**src/rtl/ssd_pkg.sv**
```systemverilog
// Types, codes and helper functions of the scaled saturating divider.
// No dependencies.
package ssd_pkg;

	localparam int unsigned SCALE_FRAC_BITS_DEF = 16;
	localparam int unsigned DATA_W = 32;
	localparam int unsigned CFG_IDX_W = 2;
	localparam int unsigned QUO_BITS = 32;

	typedef enum logic [2:0] {
		ET_U8  = 3'd0,
		ET_S8  = 3'd1,
		ET_U16 = 3'd2,
		ET_S16 = 3'd3,
		ET_S32 = 3'd4
	} elem_t;

	typedef enum logic {
		MODE_DIV   = 1'b0,
		MODE_RECIP = 1'b1
	} mode_t;

	typedef enum logic [CFG_IDX_W-1:0] {
		REG_SCALE = 2'd0,
		REG_ETYPE = 2'd1,
		REG_MODE  = 2'd2
	} reg_idx_t;

	typedef struct packed {
		logic  zero;
		logic  neg;
		logic  ovf;
		elem_t et;
	} ctl_t;

	function automatic elem_t norm_et(logic [2:0] code);
		elem_t et;
		case (code)
			ET_U8:   et = ET_U8;
			ET_S8:   et = ET_S8;
			ET_U16:  et = ET_U16;
			ET_S16:  et = ET_S16;
			default: et = ET_S32;
		endcase
		return et;
	endfunction

	// {sign, magnitude} of the low bits of raw, extended per element type.
	function automatic logic [32:0] extend_mag(logic [31:0] raw, elem_t et);
		logic [31:0] sv;
		case (et)
			ET_U8:   sv = {24'h0, raw[7:0]};
			ET_S8:   sv = {{24{raw[7]}}, raw[7:0]};
			ET_U16:  sv = {16'h0, raw[15:0]};
			ET_S16:  sv = {{16{raw[15]}}, raw[15:0]};
			default: sv = raw;
		endcase
		return {sv[31], sv[31] ? (~sv + 32'd1) : sv};
	endfunction

	function automatic logic [31:0] type_max(elem_t et);
		logic [31:0] m;
		case (et)
			ET_U8:   m = 32'd255;
			ET_S8:   m = 32'd127;
			ET_U16:  m = 32'd65535;
			ET_S16:  m = 32'd32767;
			default: m = 32'h7FFF_FFFF;
		endcase
		return m;
	endfunction

	function automatic logic [31:0] type_min_mag(elem_t et);
		logic [31:0] m;
		case (et)
			ET_S8:   m = 32'd128;
			ET_S16:  m = 32'd32768;
			ET_S32:  m = 32'h8000_0000;
			default: m = 32'd0;
		endcase
		return m;
	endfunction

endpackage

```
**src/rtl/ssd_back.sv**
```systemverilog
// Back end: round to nearest even, then saturate into the output register.
// Depends on ssd_pkg.
module ssd_back #(
	parameter int unsigned DEN_W = 48
) (
	input  logic             clk,
	input  logic             arst_n,
	input  logic             adv,
	input  logic             v_in,
	input  ssd_pkg::ctl_t    ctl_in,
	input  logic [DEN_W-1:0] rem_in,
	input  logic [DEN_W-1:0] den_in,
	input  logic [31:0]      q_in,
	output logic             v_s2,
	output logic [31:0]      res_s2
);
	import ssd_pkg::*;

	logic [DEN_W:0] r2;
	logic           up;
	logic           v_s1;
	ctl_t           ctl_s1;
	logic [32:0]    qr_s1;
	logic [31:0]    lim;
	logic           sat;
	logic [31:0]    mag;
	logic [31:0]    res_c;

	always_comb begin
		r2 = {rem_in, 1'b0};
		up = (r2 > {1'b0, den_in}) || ((r2 == {1'b0, den_in}) && q_in[0]);
	end

	always_comb begin
		lim   = ctl_s1.neg ? type_min_mag(ctl_s1.et) : type_max(ctl_s1.et);
		sat   = ctl_s1.ovf || (qr_s1 > {1'b0, lim});
		mag   = sat ? lim : qr_s1[31:0];
		res_c = ctl_s1.zero ? 32'd0 : (ctl_s1.neg ? (~mag + 32'd1) : mag);
	end

	always_ff @(posedge clk or negedge arst_n) begin
		if (!arst_n) begin
			v_s1 <= 1'b0;
			v_s2 <= 1'b0;
		end else if (adv) begin
			v_s1 <= v_in;
			v_s2 <= v_s1;
		end
	end

	always_ff @(posedge clk) begin
		if (adv) begin
			ctl_s1 <= ctl_in;
			qr_s1  <= {1'b0, q_in} + 33'(up);
			res_s2 <= res_c;
		end
	end

endmodule

```
**config.mk**
```make
export PLATFORM = sky130hd
export DESIGN_NAME = ssd_back
export DESIGN_NICKNAME = d
export VERILOG_FILES = /design/src/rtl/ssd_pkg.sv /design/src/rtl/ssd_back.sv
export SDC_FILE = /design/constraint.sdc
export NUM_CORES = 1
export LEC_CHECK = 0
export BUFFER_PORTS_ARGS = -buffer_cell sky130_fd_sc_hd__buf_2
export CORE_ASPECT_RATIO = 1.2
export CORE_MARGIN = 2
export CORE_UTILIZATION = 40
export DETAILED_ROUTE_END_ITERATION = 12
export GPL_ROUTABILITY_DRIVEN = 0
export PLACE_DENSITY = 0.76
export SLEW_MARGIN = 20
export SYNTH_ARGS = -nofsm -noshare
export SYNTH_HDL_FRONTEND = slang
export SYNTH_SLANG_ARGS = --single-unit
```
**constraint.sdc**
```tcl
create_clock -name clk -period 5.9 [get_ports clk]
set_clock_uncertainty 0.05 [all_clocks]
set_input_delay 1.18 -clock clk [delete_from_list [all_inputs] [get_ports clk]]
set_output_delay 1.18 -clock clk [all_outputs]
set_load 0.1 [all_outputs]
```
==> flow_summary.ini <==
[clock_tree]
cts.sinks = 73
path_clk_slew_ps = 60
cts_setup_buffers = 0
cts.htree.levels = 3
clock-root-buffer = clkbuf_16
worstSkewPairLatency_ps = 340
clk_path_buf_depth = 2
cts_resized = 0
cts_tree = yes
cts_buffers = 9
hold_buffers = 0

[floorplan]
initial_utilization_pct = 40.8
die_w_um = 119
ios = 171
die-area_um2 = 16900
fp-row-count = 50
core_area_um2 = 15600
die_h_um = 142

[global_route]
grt_start_max_net_pins = 74
antenna_found_initial = 0
grt_use_total_pct = 19.2
grt_pass1_wl_um = 26700
grt-ovfl-total = 0
grt_pass1_vias = 5680

[worst_setup_path]
arrival_ps = 5500
cp-end-kind = register
rrSetupSlack_ps = 380
cp_common_cell = ha_1
startpoint_type = register
path_buf_inv = 1
worst_r2r_startpoint = ctl_s1[2]
critPathSlowestCell = or4b_1
max_stage_delay_ps = 510
critPathTopFamily = simple AND/OR/NAND/NOR gates
path_max_fanout = 16
worstPathCellList = nor2b_1 > inv_2 > ha_1 > nand4_2 > nor4_4 > nand4_1 > or2_2 > o31a_4 > o21ai_0 > ha_1 > nor3b_4 > nand2_1 > or4_1 > or4b_1 > or3_1 > o31ai_2 > xor2_1 > a211oi_1
crit_type = register to register
startpoint = ctl_s1[2]
crit_required_ps = 5880

[place]
io_buffers = 170
dpl.hpwl_um = 12800

[power]
power.total_uw = 1930
power_leakage_uw = 0.00351
vdd_drop_max_mv = 0.148
power.density_nw_per_um2 = 246

[sta]
rsz0062_at_grt = no
tns_ps = 0
period_share_pct = 93.5
fin_crit_ps = 5520
hold_viol_final = 0
slew_headroom_pct = 31.0
fmax_mhz = 181
setup_violations = 0
finalMaxSlewViolations = 0
worstMarginPinSlew_ps = 1040

[yosys]
yosys_register_bits = 73
async_reset_ff_share_pct = 2.74
ys_seq_area_share_pct = 34.3
syn_area_um2 = 6360
postSynthAreaPerCell_um2 = 9.30
ys_types = 67
syn_nets = 904
syn_inst = 684
ys.flop_type = edfxtp_1
yosysWarningCount = 0
synth-edff-count = 71

[cells_and_area]
drive_gt1_share_pct = 25.9
num_antenna_cells = 0
syn_to_final_growth_pct = 23.4
final_net_count = 1075

[hold_path]
hold_path.class = register to register
hp-start = v_s1

[routing]
drc = 0
viasPerCell = 5.48
met1_length_um = 6530
routed_wirelength_um = 16100
met3_wirelength_um = 1460
ant_nets = 0
drtPass1Iterations = 5
dr_wl_met2_um = 7520
drt-initial-drc-count = 383
route.top_layer_used = met4
wl_per_cell_um = 15.1
dr_total_vias = 5856

[flow_run]
max_cap_viol_count = 0

[outcome]
run_status = finished, final reports clean
[routing by layer]
| metal | track usage (%) | vias to the layer above |
|---|---|---|
| li1 | - | 2900 |
| met1 | 23.9 | 2619 |
| met2 | 31.9 | 287 |
| met3 | 4.49 | 50 |
| met4 | 8.02 | 0 |
| met5 | 0 | - |
[logic make-up after synthesis]
family | Yosys count | share of synthesized area [%]
xor gates and xnor gates | 46 | 6.33
muxes | 5 | 0.846
AOI/OAI and AO/OA | 151 | 15.9
DFF | 73 | 34.3
and+or+nand+nor | 252 | 21.8
adders and majority gates | 82 | 16.1
buffers and inverters | 75 | 4.72
[power by group]
part	switching (µW)	internal, µW
Combinational	370	189
Clock	198	498
Sequential	51.7	628
Total	620	1310
[stage by stage]
| stage | utilization, % | hold slack (ps) | cell area [µm²] | std cells | setup WS (ps) |
|---|---|---|---|---|---|
| after global routing | 50.4 | 484 | 7850 | 1068 | 24.3 |
| after CTS | 50.3 | 460 | 7840 | 1068 | 173 |
| after global placement | 47.8 | 436 | 7450 | 1052 | 468 |
| final | 50.4 | 464 | 7850 | 1068 | 381 |
| after floorplan | - | 425 | 6360 | 684 | 62.7 |
| after detailed placement | 47.8 | 447 | 7450 | 1052 | 186 |
[area by class of cell]
cell class / instances / area (µm²)
timing repair buffer: 180 / 926
sequential: 73 / 2180
fill: 1451 / 7730
tap: 208 / 260
multi-input combinational: 536 / 3890
inverter: 55 / 206
clock buffer: 10 / 229
clock inverter: 6 / 155
[worst register-to-register path, delay by kind of cell (launching register included)]
kind | cells | cell delay [ps]
buffers and inverters | 1 | 190
AOI/OAI and AO/OA | 4 | 670
DFF | 1 | 460
adders and majority gates | 2 | 590
and+or+nand+nor | 10 | 3080
xor gates and xnor gates | 1 | 170
[cells in the mapped netlist, types with 9 or more instances]
cell type | number | area share, %
ha_1 | 82 | 16
a31oi_1 | 10 | 0.98
or4_1 | 9 | 1.1
a211oi_1 | 12 | 1.4
edfxtp_1 | 71 | 34
o21ai_0 | 25 | 2.0
nor3_1 | 19 | 1.5
a21oi_1 | 47 | 3.7
clkbuf_1 | 9 | 0.53
nand4_1 | 24 | 2.4
a21o_1 | 19 | 2.2
nor2_1 | 52 | 3.1
nand3_1 | 21 | 1.7
nand2_1 | 57 | 3.4
xor2_1 | 19 | 2.6
xnor2_1 | 27 | 3.7
and3_1 | 11 | 1.1
inv_1 | 55 | 3.2
[registers in the layout, summed over array words and instances, names as in the netlist]
signal / cells
v_s2: 1
qr_s1: 33
res_s2: 32
ctl_s1: 6
v_s1: 1
[cell usage in the layout, fill, tap and decap left out, types with 3 or more instances in the layout]
| master | instances |
|---|---|
| buf_4 | 10 |
| bufinv_16 | 5 |
| o21ai_0 | 25 |
| o211ai_1 | 4 |
| a21o_1 | 19 |
| edfxtp_1 | 71 |
| nand2b_1 | 6 |
| nor3b_1 | 4 |
| nor2b_1 | 8 |
| and3_1 | 11 |
| nand4b_1 | 3 |
| a211oi_1 | 12 |
| or4_1 | 9 |
| xnor2_1 | 27 |
| or3_1 | 7 |
| a31oi_1 | 10 |
| o21a_1 | 3 |
| nand3_1 | 21 |
| or2_2 | 4 |
| o22ai_1 | 3 |
| o31ai_1 | 5 |
| inv_1 | 54 |
| a21oi_1 | 46 |
| nand2_1 | 57 |
| mux2_2 | 3 |
| buf_2 | 170 |
| nand4_1 | 24 |
| ha_1 | 82 |
| nor2_1 | 52 |
| xor2_1 | 19 |
| clkbuf_16 | 9 |
| nor4_1 | 8 |
| nor3_1 | 19 |
[final timing paths]
kind,end,cells past startpoint
max reg2reg,res_s2[22],18
min,v_s1,1
min reg2reg,v_s1,1
max,res_s2[22],18
min in group asynchronous,v_s1,1
max in group asynchronous,v_s2,1
(Power assumes the default switching activity.)
