File: src/rtl/ssd_pkg.sv
// Types, codes and helper functions of the scaled saturating divider.
// No dependencies.
package ssd_pkg;

	localparam int unsigned SCALE_FRAC_BITS_DEF = 16;
	localparam int unsigned DATA_W = 32;
	localparam int unsigned CFG_IDX_W = 2;
	localparam int unsigned QUO_BITS = 32;

	typedef enum logic [2:0] {
		ET_U8  = 3'd0,
		ET_S8  = 3'd1,
		ET_U16 = 3'd2,
		ET_S16 = 3'd3,
		ET_S32 = 3'd4
	} elem_t;

	typedef enum logic {
		MODE_DIV   = 1'b0,
		MODE_RECIP = 1'b1
	} mode_t;

	typedef enum logic [CFG_IDX_W-1:0] {
		REG_SCALE = 2'd0,
		REG_ETYPE = 2'd1,
		REG_MODE  = 2'd2
	} reg_idx_t;

	typedef struct packed {
		logic  zero;
		logic  neg;
		logic  ovf;
		elem_t et;
	} ctl_t;

	function automatic elem_t norm_et(logic [2:0] code);
		elem_t et;
		case (code)
			ET_U8:   et = ET_U8;
			ET_S8:   et = ET_S8;
			ET_U16:  et = ET_U16;
			ET_S16:  et = ET_S16;
			default: et = ET_S32;
		endcase
		return et;
	endfunction

	// {sign, magnitude} of the low bits of raw, extended per element type.
	function automatic logic [32:0] extend_mag(logic [31:0] raw, elem_t et);
		logic [31:0] sv;
		case (et)
			ET_U8:   sv = {24'h0, raw[7:0]};
			ET_S8:   sv = {{24{raw[7]}}, raw[7:0]};
			ET_U16:  sv = {16'h0, raw[15:0]};
			ET_S16:  sv = {{16{raw[15]}}, raw[15:0]};
			default: sv = raw;
		endcase
		return {sv[31], sv[31] ? (~sv + 32'd1) : sv};
	endfunction

	function automatic logic [31:0] type_max(elem_t et);
		logic [31:0] m;
		case (et)
			ET_U8:   m = 32'd255;
			ET_S8:   m = 32'd127;
			ET_U16:  m = 32'd65535;
			ET_S16:  m = 32'd32767;
			default: m = 32'h7FFF_FFFF;
		endcase
		return m;
	endfunction

	function automatic logic [31:0] type_min_mag(elem_t et);
		logic [31:0] m;
		case (et)
			ET_S8:   m = 32'd128;
			ET_S16:  m = 32'd32768;
			ET_S32:  m = 32'h8000_0000;
			default: m = 32'd0;
		endcase
		return m;
	endfunction

endpackage

File: src/rtl/ssd_front.sv
// Front end: operand extension, scale product and overflow check (three stages).
// Depends on ssd_pkg.
module ssd_front #(
	parameter int unsigned FRAC_BITS = ssd_pkg::SCALE_FRAC_BITS_DEF,
	parameter int unsigned DEN_W = 32 + FRAC_BITS
) (
	input  logic                clk,
	input  logic                arst_n,
	input  logic                adv,
	input  logic                v_in,
	input  logic [31:0]         numerator,
	input  logic [31:0]         divisor,
	input  logic [31:0]         scale_q,
	input  ssd_pkg::elem_t      et_q,
	input  ssd_pkg::mode_t      mode_q,
	output logic                v_s3,
	output ssd_pkg::ctl_t       ctl_s3,
	output logic [DEN_W-1:0]    rem_s3,
	output logic [DEN_W-1:0]    den_s3,
	output logic [31:0]         low_s3
);
	import ssd_pkg::*;

	localparam logic [31:0] ONE     = 32'(64'd1 << FRAC_BITS);
	localparam logic [31:0] THR_U8  = 32'((64'd1 << FRAC_BITS) + 64'd254) / 32'd255;
	localparam logic [31:0] THR_S8  = 32'((64'd1 << FRAC_BITS) + 64'd126) / 32'd127;
	localparam logic [31:0] THR_U16 = 32'((64'd1 << FRAC_BITS) + 64'd65534) / 32'd65535;
	localparam logic [31:0] THR_S16 = 32'((64'd1 << FRAC_BITS) + 64'd32766) / 32'd32767;
	localparam logic [31:0] THR_S32 = 32'((64'd1 << FRAC_BITS) + 64'h7FFF_FFFE) / 32'h7FFF_FFFF;

	logic [32:0] s_ext, n_ext, d_ext;
	logic [31:0] thr;
	logic        scale_low;
	logic        zero_c;
	logic [DEN_W-1:0] hi_ext;
	logic        ovf_c;

	logic        v_s1;
	ctl_t        ctl_s1;
	logic [31:0] n_s1, s_s1, d_s1;
	logic        v_s2;
	ctl_t        ctl_s2;
	logic [63:0] prod_s2;
	logic [DEN_W-1:0] den_s2;

	always_comb begin
		s_ext = {scale_q[31], scale_q[31] ? (~scale_q + 32'd1) : scale_q};
		d_ext = extend_mag(divisor, et_q);
		n_ext = (mode_q == MODE_RECIP) ? {1'b0, 32'd1} : extend_mag(numerator, et_q);
		case (et_q)
			ET_U8:   thr = THR_U8;
			ET_S8:   thr = THR_S8;
			ET_U16:  thr = THR_U16;
			ET_S16:  thr = THR_S16;
			default: thr = THR_S32;
		endcase
		scale_low = (mode_q == MODE_RECIP) ? (s_ext[31:0] < ONE) : (s_ext[31:0] < thr);
		zero_c    = (s_ext[31:0] == 32'd0) || scale_low || (d_ext[31:0] == 32'd0);
	end

	always_ff @(posedge clk or negedge arst_n) begin
		if (!arst_n) begin
			v_s1 <= 1'b0;
			v_s2 <= 1'b0;
			v_s3 <= 1'b0;
		end else if (adv) begin
			v_s1 <= v_in;
			v_s2 <= v_s1;
			v_s3 <= v_s2;
		end
	end

	always_ff @(posedge clk) begin
		if (adv) begin
			ctl_s1 <= '{zero: zero_c, neg: s_ext[32] ^ n_ext[32] ^ d_ext[32], ovf: 1'b0,
				et: et_q};
			n_s1 <= n_ext[31:0];
			s_s1 <= s_ext[31:0];
			d_s1 <= d_ext[31:0];
		end
	end

	always_ff @(posedge clk) begin
		if (adv) begin
			ctl_s2  <= ctl_s1;
			prod_s2 <= 64'(n_s1) * 64'(s_s1);
			den_s2  <= {d_s1, {FRAC_BITS{1'b0}}};
		end
	end

	always_comb begin
		hi_ext = DEN_W'(prod_s2[63:32]);
		ovf_c  = hi_ext >= den_s2;
	end

	always_ff @(posedge clk) begin
		if (adv) begin
			ctl_s3 <= '{zero: ctl_s2.zero, neg: ctl_s2.neg, ovf: ovf_c, et: ctl_s2.et};
			rem_s3 <= ovf_c ? '0 : hi_ext;
			den_s3 <= den_s2;
			low_s3 <= prod_s2[31:0];
		end
	end

endmodule

File: config.mk
export PLATFORM = sky130hd
export DESIGN_NAME = ssd_front
export DESIGN_NICKNAME = d
export VERILOG_FILES = /design/src/rtl/ssd_pkg.sv /design/src/rtl/ssd_front.sv
export SDC_FILE = /design/constraint.sdc
export NUM_CORES = 2
export LEC_CHECK = 0
export BUFFER_PORTS_ARGS = -buffer_cell sky130_fd_sc_hd__clkbuf_2
export CORE_MARGIN = 4
export CORE_UTILIZATION = 66
export CTS_BUF_LIST = sky130_fd_sc_hd__clkbuf_2
export CTS_CLUSTER_SIZE = 8
export DETAILED_ROUTE_END_ITERATION = 8
export PLACE_DENSITY = 0.89
export SLEW_MARGIN = 20
export SYNTH_ARGS = -nofsm -noshare
export SYNTH_HDL_FRONTEND = slang
export SYNTH_SLANG_ARGS = --single-unit
File: constraint.sdc
create_clock -name clk -period 21 [get_ports clk]
set_input_delay 2.1 -clock clk [delete_from_list [all_inputs] [get_ports clk]]
set_output_delay 2.1 -clock clk [all_outputs]
set_load 0.1 [all_outputs]
==> reports/results.txt <==
status - completed
via count - 34.03k
layout cells sized above 1 - 8.790%
worst slew pin tran - 1.172 ns
Clock Sinks - 307
HP Start - d_s1[3]
Worst R2R Start - n_s1[17]
Post-CTS Resized - 0
required time worst endpoint - 21.84 ns
Post-Route Setup TNS - 0 ns
Rel. slew slack - 21.88%
Multi-input gate area - 0.03289 mm^2
Starting Density - 66.57%
drt drc - 0
placed cells - 5,643
Nets - 6,070
CP Class - reg2reg
Routed Antenna Nets - 0
Max Buffers Root-to-Sink - 3
Remaining Overflow, GRT - 0
synthesized area per cell - 9.966 um^2
Die H - 273.8 um
Max Cap Viol - 0
1st-iter DRT viols - 2,879
cts hold-fix bufs - 0
wire per inst - 21.07 um
Num CTS Buffers - 79
WHS Path Cells - 0
final-report hold violation count - 0
first-pass GRT wire length - 195,600 um
Final min period - 8.939 ns
area share of the leading cell type in the synthesized netlist - 38.47%
WHS Endpoint - den_s2[19]
setup slack, reg-to-reg - 12.06 ns
gpl congestion - 0.9651
dpl hpwl - 92,210 um
fmax - 111.9 MHz
RSZ-0062 raised after global routing - false
largest net degree at the start of global routing - 84
Root Buffer - clkbuf_2
dominant cells by area after synthesis - fa_1 38%, edfxtp_1 20%, and2_1 7.7%, ha_1 7.7%, inv_1 7.4%
Synth async-reset ratio - 0.9772%
non-filler instance count after layout - 5,782
GRT Overall Usage - 33.73%
Core Area - 0.07003 mm^2
Synth Register Bits - 307
fillcell total - 4,979
# IOs - 239
FF/Latch Area - 0.009204 mm^2
Seq/Total Area, Yosys - 19.74%
Die ar. - 0.07495 mm^2
setup violators final - 0
1st-pass router iterations - 8
TritonCTS clock tree - built
fin crit share - 42.57%
Reg clk slew, reported paths - 0.11 ns
initial antenna violation count - 5
H-tree depth - 3
vias in the first global route - 36.73k
crit path launch type - register
Worst Skew - 0.2101 ns
Synth Warn # - 0
Crit. End Element - register
Yosys top cell by area - fa_1
chip width - 273.8 um
Reg-to-Reg End - prod_s2[62]
CP Max Fanout - 17
post-synthesis cell count - 4,678
number of synthesized flops with an enable pin - 304
Netlist Area Pre-Place - 0.04662 mm^2
Post-Route WL - 121,800 um
Post CTS Setup Buffer Count - 0
worst reg2reg path depth - 22
Primary FF master, synth - edfxtp_1
port bufs - 206
crit path launch - n_s1[17]
P&R area growth vs syn - 5.150%
post-DR vias/cell - 5.886
post-synthesis cell type count - 81
WP data arrival - 9.78 ns
Tightest Hold Check Type - reg2reg
clock insertion delay at the later pin of the skew report - 1.24 ns
# rows - 97
pins over their slew limit - 0
[cells by family after synthesis]
| group | count (synthesis) | synth area share, % |
|---|---|---|
| adder cells (fa/ha/maj) | 1182 | 46.15 |
| multiplexers | 7 | 0.1664 |
| AO/OA/AOI/OAI | 378 | 5.260 |
| other | 1 | 0.008044 |
| AND/OR/NAND/NOR | 1456 | 16.01 |
| XOR/XNOR | 142 | 2.668 |
| buffers and inverters | 1205 | 9.992 |
| flip-flops | 307 | 19.74 |
[flip-flops by register name (all words and copies together), names as in the netlist]
signal,flops
v_s2,1
den_s3,32
low_s3,32
den_s2,32
v_s1,1
s_s1,32
prod_s2,64
ctl_s2,5
rem_s3,32
ctl_s3,6
n_s1,32
d_s1,32
v_s3,1
ctl_s1,5
[layout make-up]
type	instances	area share (%)
flip-flops and latches	307	18.77
repair buffers	277	3.211
inverters	922	7.060
clock inverters	24	0.3267
diodes	7	0.03573
clock buffers	108	1.103
multi-input cells	3197	67.09
well taps	940	2.399
[worst max-delay path by stage]
stage                        to  cells after the start
floorplan           prod_s2[61]                     24
global placement    prod_s2[61]                     23
detailed placement  prod_s2[61]                     23
CTS                 prod_s2[61]                     22
global route        prod_s2[62]                     22
finish              prod_s2[62]                     22
[layer usage]
layer	vias up	GRT usage [%]	wire length, um
met5	-	0	11
met4	2	17.67	7668
met1	16850	42.38	43280
met3	508	9.677	14300
li1	14500	-	-
met2	2174	53.61	56590
[Yosys cell counts, drive strengths merged (4+ instances only)]
cell       n
and3      10
nand2b    11
a21boi     6
inv      922
xor2      54
or4       12
nand2    559
a21o      40
mux2       6
o21a      10
nor4      15
a31oi     15
nand4b     6
xnor2     88
o211ai     7
o31a       7
fa       896
nor3      24
nand4     22
o21ai     80
o31ai     23
or3       22
a211oi     6
and2     577
o21bai    17
o41ai     19
clkbuf   247
nor2     116
or2        9
edfxtp   304
a2111oi    4
nor2b     35
nand3     22
ha       286
a21oi    115
buf       36
[worst max-delay path: stages (launching register included)]
cell,delay (ns)
edfxtp_1,0.76
buf_4,0.35
and2_1,0.18
fa_1,0.45
fa_1,0.50
fa_1,0.51
inv_1,0.07
fa_1,0.48
inv_1,0.05
fa_1,0.51
fa_1,0.57
fa_1,0.43
fa_1,0.45
ha_1,0.40
a21oi_1,0.67
o21ai_0,0.25
o21bai_1,0.44
a21o_1,0.24
a2111o_1,0.23
nand3_1,0.18
a41oi_1,0.43
o211ai_1,0.17
xor2_1,0.16
[through the flow]
step                cell area, um^2  utilization (%)  hold slack [ns]  worst slack [ns]
floorplan                     46740                -           0.4003             13.63
global placement              48300            68.97           0.4005             12.46
detailed placement            48300            68.97           0.4045             12.23
CTS                           49000            69.97           0.3001             12.15
global route                  49010            69.99           0.3564             11.76
finish                        49020            70.00           0.3000             12.06
[layout by cell type (no fill, tap or decap), drive strengths merged, types with 80 or more instances in the layout]
cell type and instances:
xnor2 88, o21ai 80, clkbuf 313, fa 896
ha 286, nor2 116, nand2 559, edfxtp 304
a21oi 115, inv 926, and2 577
Power is left out: the tool's default activity adds up to more than one toggle a clock period on the data nets, which glitch-free logic cannot reach.
