### config.mk
export PLATFORM = sky130hd
export DESIGN_NAME = ssd_div_stage
export DESIGN_NICKNAME = d
export VERILOG_FILES = /design/src/rtl/ssd_pkg.sv /design/src/rtl/ssd_div_stage.sv
export SDC_FILE = /design/constraint.sdc
export NUM_CORES = 1
export LEC_CHECK = 0
export ABC_AREA = 1
export BUFFER_PORTS_ARGS = -buffer_cell sky130_fd_sc_hd__buf_2
export CAP_MARGIN = 15
export CORE_MARGIN = 3
export CORE_UTILIZATION = 57
export CTS_CLUSTER_DIAMETER = 150
export DETAILED_ROUTE_END_ITERATION = 8
export PLACE_DENSITY = 0.87
export SYNTH_ARGS = -nofsm -noshare
export SYNTH_HDL_FRONTEND = slang
export SYNTH_SLANG_ARGS = --single-unit
### constraint.sdc
create_clock -name clk -period 1.1 [get_ports clk]
set_input_delay 0 -clock clk [delete_from_list [all_inputs] [get_ports clk]]
set_output_delay 0 -clock clk [all_outputs]
set_load 0.005 [all_outputs]
### src/rtl/ssd_pkg.sv
// Types, codes and helper functions of the scaled saturating divider.
// No dependencies.
package ssd_pkg;

	localparam int unsigned SCALE_FRAC_BITS_DEF = 16;
	localparam int unsigned DATA_W = 32;
	localparam int unsigned CFG_IDX_W = 2;
	localparam int unsigned QUO_BITS = 32;

	typedef enum logic [2:0] {
		ET_U8  = 3'd0,
		ET_S8  = 3'd1,
		ET_U16 = 3'd2,
		ET_S16 = 3'd3,
		ET_S32 = 3'd4
	} elem_t;

	typedef enum logic {
		MODE_DIV   = 1'b0,
		MODE_RECIP = 1'b1
	} mode_t;

	typedef enum logic [CFG_IDX_W-1:0] {
		REG_SCALE = 2'd0,
		REG_ETYPE = 2'd1,
		REG_MODE  = 2'd2
	} reg_idx_t;

	typedef struct packed {
		logic  zero;
		logic  neg;
		logic  ovf;
		elem_t et;
	} ctl_t;

	function automatic elem_t norm_et(logic [2:0] code);
		elem_t et;
		case (code)
			ET_U8:   et = ET_U8;
			ET_S8:   et = ET_S8;
			ET_U16:  et = ET_U16;
			ET_S16:  et = ET_S16;
			default: et = ET_S32;
		endcase
		return et;
	endfunction

	// {sign, magnitude} of the low bits of raw, extended per element type.
	function automatic logic [32:0] extend_mag(logic [31:0] raw, elem_t et);
		logic [31:0] sv;
		case (et)
			ET_U8:   sv = {24'h0, raw[7:0]};
			ET_S8:   sv = {{24{raw[7]}}, raw[7:0]};
			ET_U16:  sv = {16'h0, raw[15:0]};
			ET_S16:  sv = {{16{raw[15]}}, raw[15:0]};
			default: sv = raw;
		endcase
		return {sv[31], sv[31] ? (~sv + 32'd1) : sv};
	endfunction

	function automatic logic [31:0] type_max(elem_t et);
		logic [31:0] m;
		case (et)
			ET_U8:   m = 32'd255;
			ET_S8:   m = 32'd127;
			ET_U16:  m = 32'd65535;
			ET_S16:  m = 32'd32767;
			default: m = 32'h7FFF_FFFF;
		endcase
		return m;
	endfunction

	function automatic logic [31:0] type_min_mag(elem_t et);
		logic [31:0] m;
		case (et)
			ET_S8:   m = 32'd128;
			ET_S16:  m = 32'd32768;
			ET_S32:  m = 32'h8000_0000;
			default: m = 32'd0;
		endcase
		return m;
	endfunction

endpackage

### src/rtl/ssd_div_stage.sv
// One restoring-division step: one quotient bit per stage.
// Depends on ssd_pkg.
module ssd_div_stage #(
	parameter int unsigned DEN_W = 48
) (
	input  logic             clk,
	input  logic             arst_n,
	input  logic             adv,
	input  logic             v_in,
	input  ssd_pkg::ctl_t    ctl_in,
	input  logic [DEN_W-1:0] rem_in,
	input  logic [DEN_W-1:0] den_in,
	input  logic [31:0]      low_in,
	output logic             v_s1,
	output ssd_pkg::ctl_t    ctl_s1,
	output logic [DEN_W-1:0] rem_s1,
	output logic [DEN_W-1:0] den_s1,
	output logic [31:0]      low_s1
);
	import ssd_pkg::*;

	logic [DEN_W:0] trial;
	logic [DEN_W:0] diff;
	logic           qbit;

	always_comb begin
		trial = {rem_in, low_in[31]};
		diff  = trial - {1'b0, den_in};
		qbit  = trial >= {1'b0, den_in};
	end

	always_ff @(posedge clk or negedge arst_n) begin
		if (!arst_n) begin
			v_s1 <= 1'b0;
		end else if (adv) begin
			v_s1 <= v_in;
		end
	end

	always_ff @(posedge clk) begin
		if (adv) begin
			ctl_s1 <= ctl_in;
			rem_s1 <= qbit ? diff[DEN_W-1:0] : trial[DEN_W-1:0];
			den_s1 <= den_in;
			low_s1 <= {low_in[30:0], qbit};
		end
	end

endmodule

==> results of run 1 <==
-- cell usage after synthesis (all sizes together) --
library cell / count
mux2: 1
xor2: 22
clkbuf: 6
o21ai: 1
inv: 277
o21bai: 3
nor2: 95
nand3: 47
nand3b: 1
or2: 2
fa: 1
nor3: 6
a21oi: 27
dfrtp: 1
nor4: 2
and2: 1
nand4: 61
buf: 14
ha: 48
nand2: 518
edfxtp: 134
a31oi: 1
xnor2: 3
-- logic make-up after synthesis --
logic type / share of synthesized area (%)
mux: 0.121
compound gates: 1.85
flops: 43.5
buf+inv: 12.5
fa+ha+maj: 6.66
xor+xnor: 2.35
simple gates: 33.0
-- metrics by stage --
step	cell area (um^2)	TNS (ns)	std cells	hold slack (ns)	worst slack [ns]
floorplan	10100	-22.36	1272	-0.296	-0.494
global placement	13100	-42.09	1924	-0.225	-1.00
detailed placement	13100	-43.51	1924	-0.220	-1.07
==> results.tsv, run 1 <==
metric	value	unit
outcome	stopped before the end	
flow.stopped_at	4_1_cts	
error_line	[ERROR DPL-0038] Utilization greater than 100%, impossible to legalize	
synth_top_area_share	43.2	%
syn_area_per_cell	7.32	um^2
synth_warnings	0	
die_w	134	um
synth_largest_area_cell	edfxtp_1	
ios	273	
post-cts-setup-buffers	55	
place.gp.congestion	1.01	
cts.sinks	135	
cts_buffers	17	
dp_hpwl	26400	um
synth-seq-cells	135	
yosysSeqAreaShare	43.5	%
port_buffers	272	
synth_area_leaders	edfxtp_1, nand2_1, inv_1, ha_1, nand4_1	
h-tree-depth	4	
synth_cell_types	35	
syn_inst	1272	
synth_nets	1459	
cts_root_buffer	clkbuf_16	
start_util	58.4	%
num_rows	46	
hold_buffers	121	
cts_resized	245	
cts_max_path_buffers	2	
die_h	134	um
syn_area	0.00932	mm^2
==> run 2, diff against run 1 <==
- CORE_UTILIZATION: 57 -> 40
- CTS_CLUSTER_DIAMETER: 150 -> default
- PLACE_DENSITY: 0.87 -> default
- PLACE_DENSITY_LB_ADDON: default -> 0.15
==> results.tsv, run 2 <==
metric	value	unit	change
internal-power	13.3	mW	
cap_violations	0		
timing.final.crit_share	143	%	
finalHoldViolCount	0		
rsz0062_at_grt	yes		
slew_headroom	76.5	%	
min-delay-start	rem_in[44]		
synth_warnings	0		unchanged
p_switching	6.77	mW	
setup_viol	50		
synth_area_leaders	edfxtp_1, nand2_1, inv_1, ha_1, nand4_1		
setup_ws	-0.470	ns	
path_clk_slew	0.07	ns	
yosysMostFrequentCell	nand2_1		
leakage	8.77	nW	
worstReg2RegStart	v_s1$_DFFE_PN0P_		
synth_flop_cell	edfxtp_1		
cp_max_fo	7		
worstPathRequired	1.29	ns	
drive_gt1_share	51.2	%	
grt_antenna_before_repair	0		
vias_per_cell	4.87		
final_cell_mix	nand2_1, buf_4, buf_2		
dr_wl_met3	2870	um	
synth_cell_types	35		unchanged
place.gp.congestion	0.923		-8.4%
dp_hpwl	26900	um	+1.6%
drtIter0Drc	647		
clock_latency	0.43	ns	
holdPathStages	4		
regToRegSetupSlack	0.34	ns	
die_h	159	um	+19%
die_w	159	um	+19%
overflow	0		
wl_met2	19900	um	
grt_pass1_vias	10900		
pwr-share-clk	31.0	%	
tritoncts	yes		
synth-async-reset-ratio	0.741	%	unchanged
outcome	complete, but fails checks		
reg.largest.list	den_s1 x48, rem_s1 x48, low_s1 x32		
n_antenna_cell	0		
dr.pass1.iters	7		
cts_max_path_buffers	2		unchanged
drcViolationCount	0		
max_slew.worst_pin.slew	0.350	ns	
wire_per_inst	18.3	um	
fin_skew	0	ns	
post-place-ws	-1.11	ns	-0.0430 ns
reg2reg_depth	1		
synth_top_area_share	43.2	%	unchanged
end_kind	flop		
period_minus_slack	1.57	ns	
ant_nets	0		
syn_area	0.00932	mm^2	unchanged
violations	negative setup slack		
final_common_cell	nand2_1		
grt_pass1_wl	58000	um	
dieArea	0.0252	mm^2	
yosys-top-cells-count	nand2_1, inv_1, edfxtp_1		
syn2layout_area_growth	87.4	%	
seq_power_share	32.3	%	
start_util	40.9	%	-18 points
whs	0.0191	ns	
timing.rr.end	v_s1$_DFFE_PN0P_		
ir_worst_vdd	944	uV	
swShare	33.7	%	
wl_met1	17400	um	
yosysSeqAreaShare	43.5	%	unchanged
h-tree-depth	4		unchanged
cts.sinks	135		unchanged
top_layer	met4		
grt_max_degree	43		
synth_nets	1459		unchanged
power.density	1150	mW/mm^2	
startpoint_type	input pin		
path_class	in -> reg		
vias	11100		
power_frac_comb	36.7	%	
final_nets	2138		
syn_inst	1272		unchanged
ios	273		unchanged
synth-seq-cells	135		unchanged
synth-edff-count	134		unchanged
cts_buffers	17		unchanged
cts_root_buffer	clkbuf_16		
port_buffers	272		unchanged
syn_area_per_cell	7.32	um^2	unchanged
core_area	0.0228	mm^2	
num_rows	55		+20%
hold_class	in -> reg		
hold-path-endpoint	rem_s1[45]$_DFFE_PP_		
drt-total-wl	41800	um	
synth_largest_area_cell	edfxtp_1		
slew_viol_final	0		
arrival	1.76	ns	
clock.fmax	637	MHz	
utilization	76.6	%	
grt_usage	30.4	%	
==> run 2: metal layers <==
layer  GRT usage, %  vias up
met2           50.7      475
met3           5.65       95
li1               -     5339
met5              0        -
met1           39.6     5171
met4           10.4        0
==> run 2: worst max-delay path by stage <==
| stage | start | to | slack, ns | cells after the start |
|---|---|---|---|---|
| after detailed placement | den_in[32] | rem_s1[42]$_DFFE_PP_ | -1.11 | 15 |
| final | den_in[34] | rem_s1[24]$_DFFE_PP_ | -0.47 | 18 |
| after CTS | den_in[36] | rem_s1[47]$_DFFE_PP_ | -0.45 | 17 |
| after floorplan | den_in[32] | rem_s1[14]$_DFFE_PP_ | -0.49 | 16 |
| after global placement | den_in[32] | rem_s1[42]$_DFFE_PP_ | -1.15 | 15 |
| after global routing | den_in[38] | rem_s1[37]$_DFFE_PP_ | -0.54 | 18 |
==> run 2: power groups by stage <==
stage | Combinational [mW] | Clock, mW | Sequential [mW]
6_report | 7.37 | 6.23 | 6.49
3_5_place_dp | 5.29 | 0 | 6.57
4_1_cts | 6.46 | 6.19 | 6.47
3_3_place_gp | 5.23 | 0 | 6.57
5_1_grt | 7.93 | 6.41 | 6.54
2_1_floorplan | 2.50 | 0 | 6.65
==> run 2: critical path, stage by stage <==
cell and delay (ns):
buf_6 0.10, inv_2 0.05, ha_4 0.21, nand2_2 0.06, nand2_2 0.06, nand2_2 0.07
nand2_2 0.07, nand2_2 0.09, nand2_4 0.07, nand2_4 0.07, nand3_4 0.09, a21oi_4 0.16
buf_6 0.12, nand3_4 0.09, buf_12 0.17, buf_16 0.17, nand2_4 0.07, nand2_2 0.05
==> run 2: what timing repair did <==
item	in CTS	in global routing
setup buffers	39	19
pin swaps	66	107
cloned	6	2
endpoints found under the hold margin	130	0
hold buffers	126	0
endpoints found under the setup margin	49	49
resized for setup	187	252
==> run 2: final cells by class <==
class	instances	area [um^2]
Timing Repair Buffer	680	5320
Clock buffer	18	429
Tap cell	313	392
Inverter	277	1090
Multi-Input combinational cell	840	6020
Sequential cell	135	4050
Fill cell	1620	5320
Clock inverter	14	163
==> run 2: logic make-up (layout without fill, tap and decap cells) <==
| logic type | Yosys count | count (layout) | synth area share, % |
|---|---|---|---|
| mux | 1 | 1 | 0.121 |
| fa+ha+maj | 49 | 49 | 6.66 |
| simple gates | 733 | 733 | 33.0 |
| xor+xnor | 25 | 25 | 2.35 |
| compound gates | 32 | 32 | 1.85 |
| flops | 135 | 135 | 43.5 |
| buf+inv | 297 | 989 | 12.5 |
==> run 2: per-stage QoR <==
| stage | total power, mW | area [um^2] | TNS, ns | std cells |
|---|---|---|---|---|
| final | 20.1 | 17500 | -21.00 | 2277 |
| after CTS | 19.1 | 16500 | -19.95 | 2259 |
| after detailed placement | 11.9 | 13600 | -46.73 | 2057 |
| after floorplan | 9.15 | 10100 | -22.36 | 1272 |
| after global placement | 11.8 | 13600 | -46.87 | 2057 |
| after global routing | 20.9 | 17500 | -24.35 | 2277 |
Note: power is estimated with default switching activity, not from simulation.
==> run 3, diff against run 2 <==
- CELL_PAD_IN_SITES_DETAIL_PLACEMENT: default -> 0
- CELL_PAD_IN_SITES_GLOBAL_PLACEMENT: default -> 1
- CORE_UTILIZATION: 40 -> 37
- clock period: 1.1 -> 1.7 ns (I/O delays scaled with it)
==> results.tsv, run 3 (synthesis results as in run 2) <==
metric	value	unit	change
final_nets	2077		-2.9%
start_util	38.0	%	-2.9 points
post-place-ws	-0.508	ns	+0.605 ns
grt_pass1_vias	9812		-9.8%
drive_gt1_share	37.0	%	-14 points
dpl.cell_count	2060		+0.15%
timing.final.crit_share	98.1	%	
crit_path_top_delay_cell	nand3_4		
finalHoldViolCount	0		unchanged
vias	10100		-8.8%
n_antenna_cell	0		unchanged
outcome	completed		
leakage	8.09	nW	-7.7%
grt_max_degree	48		+12%
tritoncts	yes		
cp_max_fo	7		unchanged
period_minus_slack	1.67	ns	
crit_chain	buf_2, inv_1, ha_4, nand2_2, inv_1, nand2_1, nand2_2, inv_1, nand2_2, nand2_2, nand2_2, a21oi_4, nand3_4, clkbuf_16, nand2_1, nand2_1		
place.gp.congestion	0.890		-3.6%
vias_per_cell	4.54		-6.7%
rsz0062_at_grt	yes		
final_cell_mix	nand2_1, buf_2, inv_1		
arrival	1.84	ns	+0.08 ns
cts.sinks	135		unchanged
setup_ws	0.0330	ns	+0.503 ns
slew_viol_final	0		unchanged
path_class	in -> reg		
syn2layout_area_growth	66.3	%	
end_kind	flop		
dpl-instance-area	0.0129	mm^2	-5.1%
clock_latency	0.43	ns	about the same
final-instance-count-excl-fill	2226		-2.2%
crit_family	simple AND/OR/NAND/NOR gates		
die_w	165	um	+3.8%
critPathMaxStageDelay	0.26	ns	+0.05 ns
h-tree-depth	4		unchanged
grt_pass1_wl	52200	um	-10%
cts_max_path_buffers	2		unchanged
wire_per_inst	16.1	um	-12%
slew_headroom	73.7	%	-2.8 points
fin_area	0.0155	mm^2	-11%
worstPathRequired	1.87	ns	+0.58 ns
ios	273		unchanged
final_common_cell	nand2_1		
fin_skew	0	ns	unchanged
num_rows	57		+3.6%
dieArea	0.0271	mm^2	+7.8%
clock.fmax	600	MHz	
setup_viol	0		-100%
port_buffers	272		unchanged
n_fill_cell	2232		+38%
cts_buffers	17		unchanged
power.density	763	mW/mm^2	-34%
crit_buf_inv	5		unchanged
path_clk_slew	0.06	ns	about the same
cap_violations	0		unchanged
dr.pass1.iters	5		-2
ant_nets	0		unchanged
hold_class	in -> reg		
grt_antenna_before_repair	0		unchanged
timing.critical_path.mode_cell	nand2_2		
core_area	0.0245	mm^2	+7.7%
drcViolationCount	0		unchanged
max_slew.worst_pin.slew	0.394	ns	+0.0441 ns
ir_worst_vdd	578	uV	-39%
die_h	165	um	+3.8%
overflow	0		unchanged
reg.largest.list	den_s1 x48, rem_s1 x48, low_s1 x32		
cts_root_buffer	clkbuf_16		
drt-total-wl	35800	um	-14%
whs	0.0242	ns	+0.00508 ns
startpoint_type	input pin		
final.setup.tns	0	ns	+21.00 ns
grt_usage	25.1	%	-5.2 points
dp_hpwl	26700	um	-0.49%
drtIter0Drc	649		+0.31%
-- run 3: metrics by stage --
step	utilization (%)	power (mW)
after floorplan	-	5.72
after global placement	52.5	7.37
after detailed placement	52.5	7.40
after CTS	60.0	11.6
after global routing	63.2	12.4
final	63.2	11.8
-- run 3: power by group --
group	switching, mW	total (mW)	internal (mW)
registers	0.0905	4.18	4.09
logic	1.92	3.71	1.80
clock network	1.73	3.93	2.20
total	3.73	11.8	8.08
-- run 3: worst min-delay path, delay by kind of cell --
kind	cells	cell delay, ns
buffers and inverters	2	0.18
and+or+nand+nor	2	0.16
-- run 3: path summary, 6_finish.rpt --
path | start | slack (ns) | cells after the start | to
setup / recovery | den_in[23] | 0.03 | 16 | rem_s1[22]$_DFFE_PP_
hold / removal | rem_in[44] | 0.02 | 4 | rem_s1[45]$_DFFE_PP_
min in group asynchronous | arst_n | 0.39 | 3 | v_s1$_DFFE_PN0P_
hold reg to reg | v_s1$_DFFE_PN0P_ | 0.51 | 1 | v_s1$_DFFE_PN0P_
setup reg to reg | v_s1$_DFFE_PN0P_ | 0.96 | 1 | v_s1$_DFFE_PN0P_
max in group asynchronous | arst_n | 1.21 | 3 | v_s1$_DFFE_PN0P_
-- run 3: layout make-up --
class | instances | area (um^2) | area share [%]
tap | 324 | 405 | 2.62
inverter | 277 | 1040 | 6.71
sequential | 135 | 4050 | 26.1
clock buffer | 17 | 425 | 2.75
timing repair buffer | 619 | 4470 | 28.9
clock inverter | 14 | 163 | 1.05
multi-input combinational | 840 | 4940 | 31.9
-- run 3: repair_timing --
item / CTS / global route
setup buffers: 0 / 5
setup endpoints to repair: 23 / 48
endpoints found under the hold margin: 137 / 0
pin swaps: 0 / 17
hold buffers: 125 / 0
resized for setup: 2 / 145
cloned: 0 / 5
-- run 3: layer usage --
layer	GRT usage (%)	vias up	share of wire [%]
met3	4.51	26	6.7
met4	5.34	0	1.2
met5	0	-	0
met1	34.8	4566	46
met2	41.2	312	46
li1	-	5203	-
==> run 4, diff against run 3 <==
- ABC_AREA: 1 -> default
- CAP_MARGIN: 15 -> 20
- CELL_PAD_IN_SITES_GLOBAL_PLACEMENT: 1 -> 2
- CORE_UTILIZATION: 37 -> 31
==> results.tsv, run 4 <==
metric	value	unit	change
outcome	complete, but fails checks		
violations	negative setup slack		
startpoint_type	input pin		
cp_max_fo	11		+4
final_nets	1499		-28%
ant_nets	0		unchanged
syn2layout_area_growth	81.5	%	
cap_violations	0		unchanged
holdPathStages	3		-1
drt-total-wl	26100	um	-27%
synth-edff-count	134		unchanged
cts_max_path_buffers	2		unchanged
rsz0062_at_grt	yes		
h-tree-depth	4		unchanged
syn_inst	699		-45%
hold_class	in -> reg		
setup_ws	-0.458	ns	-0.491 ns
power_frac_comb	30.9	%	-0.5 points
drive_gt1_share	48.5	%	+12 points
fin_skew	0	ns	unchanged
cts_buffers	17		unchanged
synth_top_area_share	52.9	%	+9.7 points
core_area	0.0238	mm^2	-2.9%
crit_cells	12		-4
path_clk_slew	0.07	ns	about the same
grt_pass1_vias	7882		-20%
clock.fmax	463	MHz	-23%
critPathMaxStageDelay	0.36	ns	+0.10 ns
grt_antenna_before_repair	4		+4
dp_hpwl	19000	um	-29%
start_util	31.9	%	-6.0 points
dr.pass1.iters	5		unchanged
die_w	163	um	-1.2%
worstReg2RegStart	v_s1$_DFFE_PN0P_		
synth_flop_cell	edfxtp_1		
power.density	839	mW/mm^2	+10%
tritoncts	yes		
port_buffers	272		unchanged
cts_root_buffer	clkbuf_16		
reg.largest.list	den_s1 x48, rem_s1 x48, low_s1 x32		
reg2reg_depth	1		unchanged
crit_path_top_delay_cell	o311ai_4		
final_cell_mix	buf_2, buf_4, edfxtp_1, dlygate4sd3_1, nand2_1		
wire_per_inst	15.9	um	-1.5%
cts.sinks	135		unchanged
ios	273		unchanged
clock_latency	0.41	ns	-0.02 ns
drcViolationCount	0		unchanged
grt_pass1_wl	40900	um	-22%
synth-async-reset-ratio	0.741	%	unchanged
max_slew.worst_pin.slew	0.376	ns	-0.0179 ns
grt_max_degree	46		-4.2%
synth_warnings	0		unchanged
internal-power	8.24	mW	+2.0%
slew_headroom	74.7	%	+0.93 points
syn_area_per_cell	10.9	um^2	+49%
vias	7520		-26%
yosys-top-cells-count	edfxtp_1, nand2_1, o21ai_0		
fin_area	0.0138	mm^2	-11%
num_rows	56		-1.8%
worstPathRequired	1.87	ns	about the same
cp-startpoint	rem_in[9]		
pwr-share-clk	32.8	%	-0.4 points
dieArea	0.0265	mm^2	-2.5%
crit_chain	buf_2, ha_4, a21o_1, a21oi_2, o21bai_2, o311ai_4, a21oi_4, o21bai_4, a2111oi_4, o21ai_4, buf_12, mux2_2		
power.total	11.6	mW	-2.0%
p_switching	3.34	mW	-11%
vias_per_cell	4.57		+0.74%
end_kind	flop		
arrival	2.33	ns	+0.49 ns
synth_area_leaders	edfxtp_1, ha_1, o21ai_0, a21o_1, nand2_1		
timing.final.crit_share	127	%	+29 points
place.gp.congestion	0.812		-8.7%
ir_worst_vdd	545	uV	-5.6%
leakage	6.25	nW	-23%
die_h	163	um	-1.2%
synth_cell_types	59		+69%
slew_viol_final	0		unchanged
grt_usage	19.5	%	-5.7 points
period_minus_slack	2.16	ns	+0.491 ns
syn_area	0.00761	mm^2	-18%
yosysSeqAreaShare	53.2	%	+9.8 points
setup_viol	49		+49
drtIter0Drc	344		-47%
yosysMostFrequentCell	edfxtp_1		
synth_nets	886		-39%
swShare	28.8	%	-2.8 points
final_common_cell	buf_2		
path_class	in -> reg		
whs	0.0149	ns	-0.00932 ns
crit_buf_inv	2		-3
n_antenna_cell	0		unchanged
overflow	0		unchanged
finalHoldViolCount	0		unchanged
synth_largest_area_cell	edfxtp_1		
synth-seq-cells	135		unchanged
seq_power_share	36.3	%	+0.9 points
crit_family	compound AO/OA/AOI/OAI gates		
utilization	57.9	%	-5.2 points
min-delay-start	den_in[0]		
dpl-instance-area	0.0109	mm^2	-15%
-- run 4: timing repair --
item / CTS / global route
pin swaps: 25 / 16
cloned: 5 / 1
hold buffers: 134 / 0
gates resized for setup: 92 / 55
endpoints found under the setup margin: 49 / 49
buffers inserted: 19 / 6
hold endpoints to repair: 151 / 0
-- run 4: tightest hold or removal path: cells and delay by family --
family	cells	cell delay [ns]
adder cells (fa/ha/maj)	1	0.13
AO/OA/AOI/OAI	1	0.05
buffers and inverters	1	0.08
-- run 4: cell type report --
cell class	count	area, um^2
Inverter	60	258
Timing Repair Buffer	624	4670
Clock buffer	17	425
Tap cell	319	399
Multi-Input combinational cell	474	3840
Sequential cell	135	4050
Fill cell	2102	10000
Clock inverter	15	165
-- run 4: cell families after synthesis --
logic type | after synthesis | share of synthesized area, %
adders and majority gates | 49 | 8.16
AOI/OAI and AO/OA | 213 | 18.1
muxes | 6 | 0.855
and+or+nand+nor | 163 | 9.89
buffers and inverters | 90 | 4.84
DFF | 135 | 53.2
xor gates and xnor gates | 43 | 4.95
-- run 4: power by group through the flow --
stage | clock [mW] | sequential (mW) | combinational [mW]
floorplan | 0 | 4.33 | 1.30
global placement | 0 | 4.27 | 2.87
detailed placement | 0 | 4.28 | 2.88
CTS | 3.89 | 4.21 | 3.46
global route | 4.04 | 4.24 | 3.94
finish | 3.79 | 4.21 | 3.58
-- run 4: per-layer routing --
metal	vias up	wire length [um]	GRT usage, %	share of wire (%)
met3	22	1680	4.22	6.4
met4	8	250	4.34	0.96
met1	3479	11700	25.3	45
li1	3786	-	-	-
met2	225	12400	33.4	47
met5	-	55	0	0.21
-- run 4: metrics by stage --
stage,cells,setup slack (ns),setup TNS (ns)
2_1_floorplan,699,-0.810,-30.56
3_3_place_gp,1447,-1.46,-49.24
3_5_place_dp,1447,-1.46,-53.35
4_1_cts,1637,-0.523,-22.98
5_1_grt,1644,-0.625,-27.15
6_report,1644,-0.458,-20.09
-- run 4: path summary, 6_finish.rpt --
| check | endpoint | slack, ns |
|---|---|---|
| max | rem_s1[5]$_DFFE_PP_ | -0.46 |
| min | rem_s1[0]$_DFFE_PP_ | 0.01 |
| max reg2reg | v_s1$_DFFE_PN0P_ | 0.95 |
| min reg2reg | v_s1$_DFFE_PN0P_ | 0.52 |
| max in group asynchronous | v_s1$_DFFE_PN0P_ | 1.19 |
| min in group asynchronous | v_s1$_DFFE_PN0P_ | 0.40 |
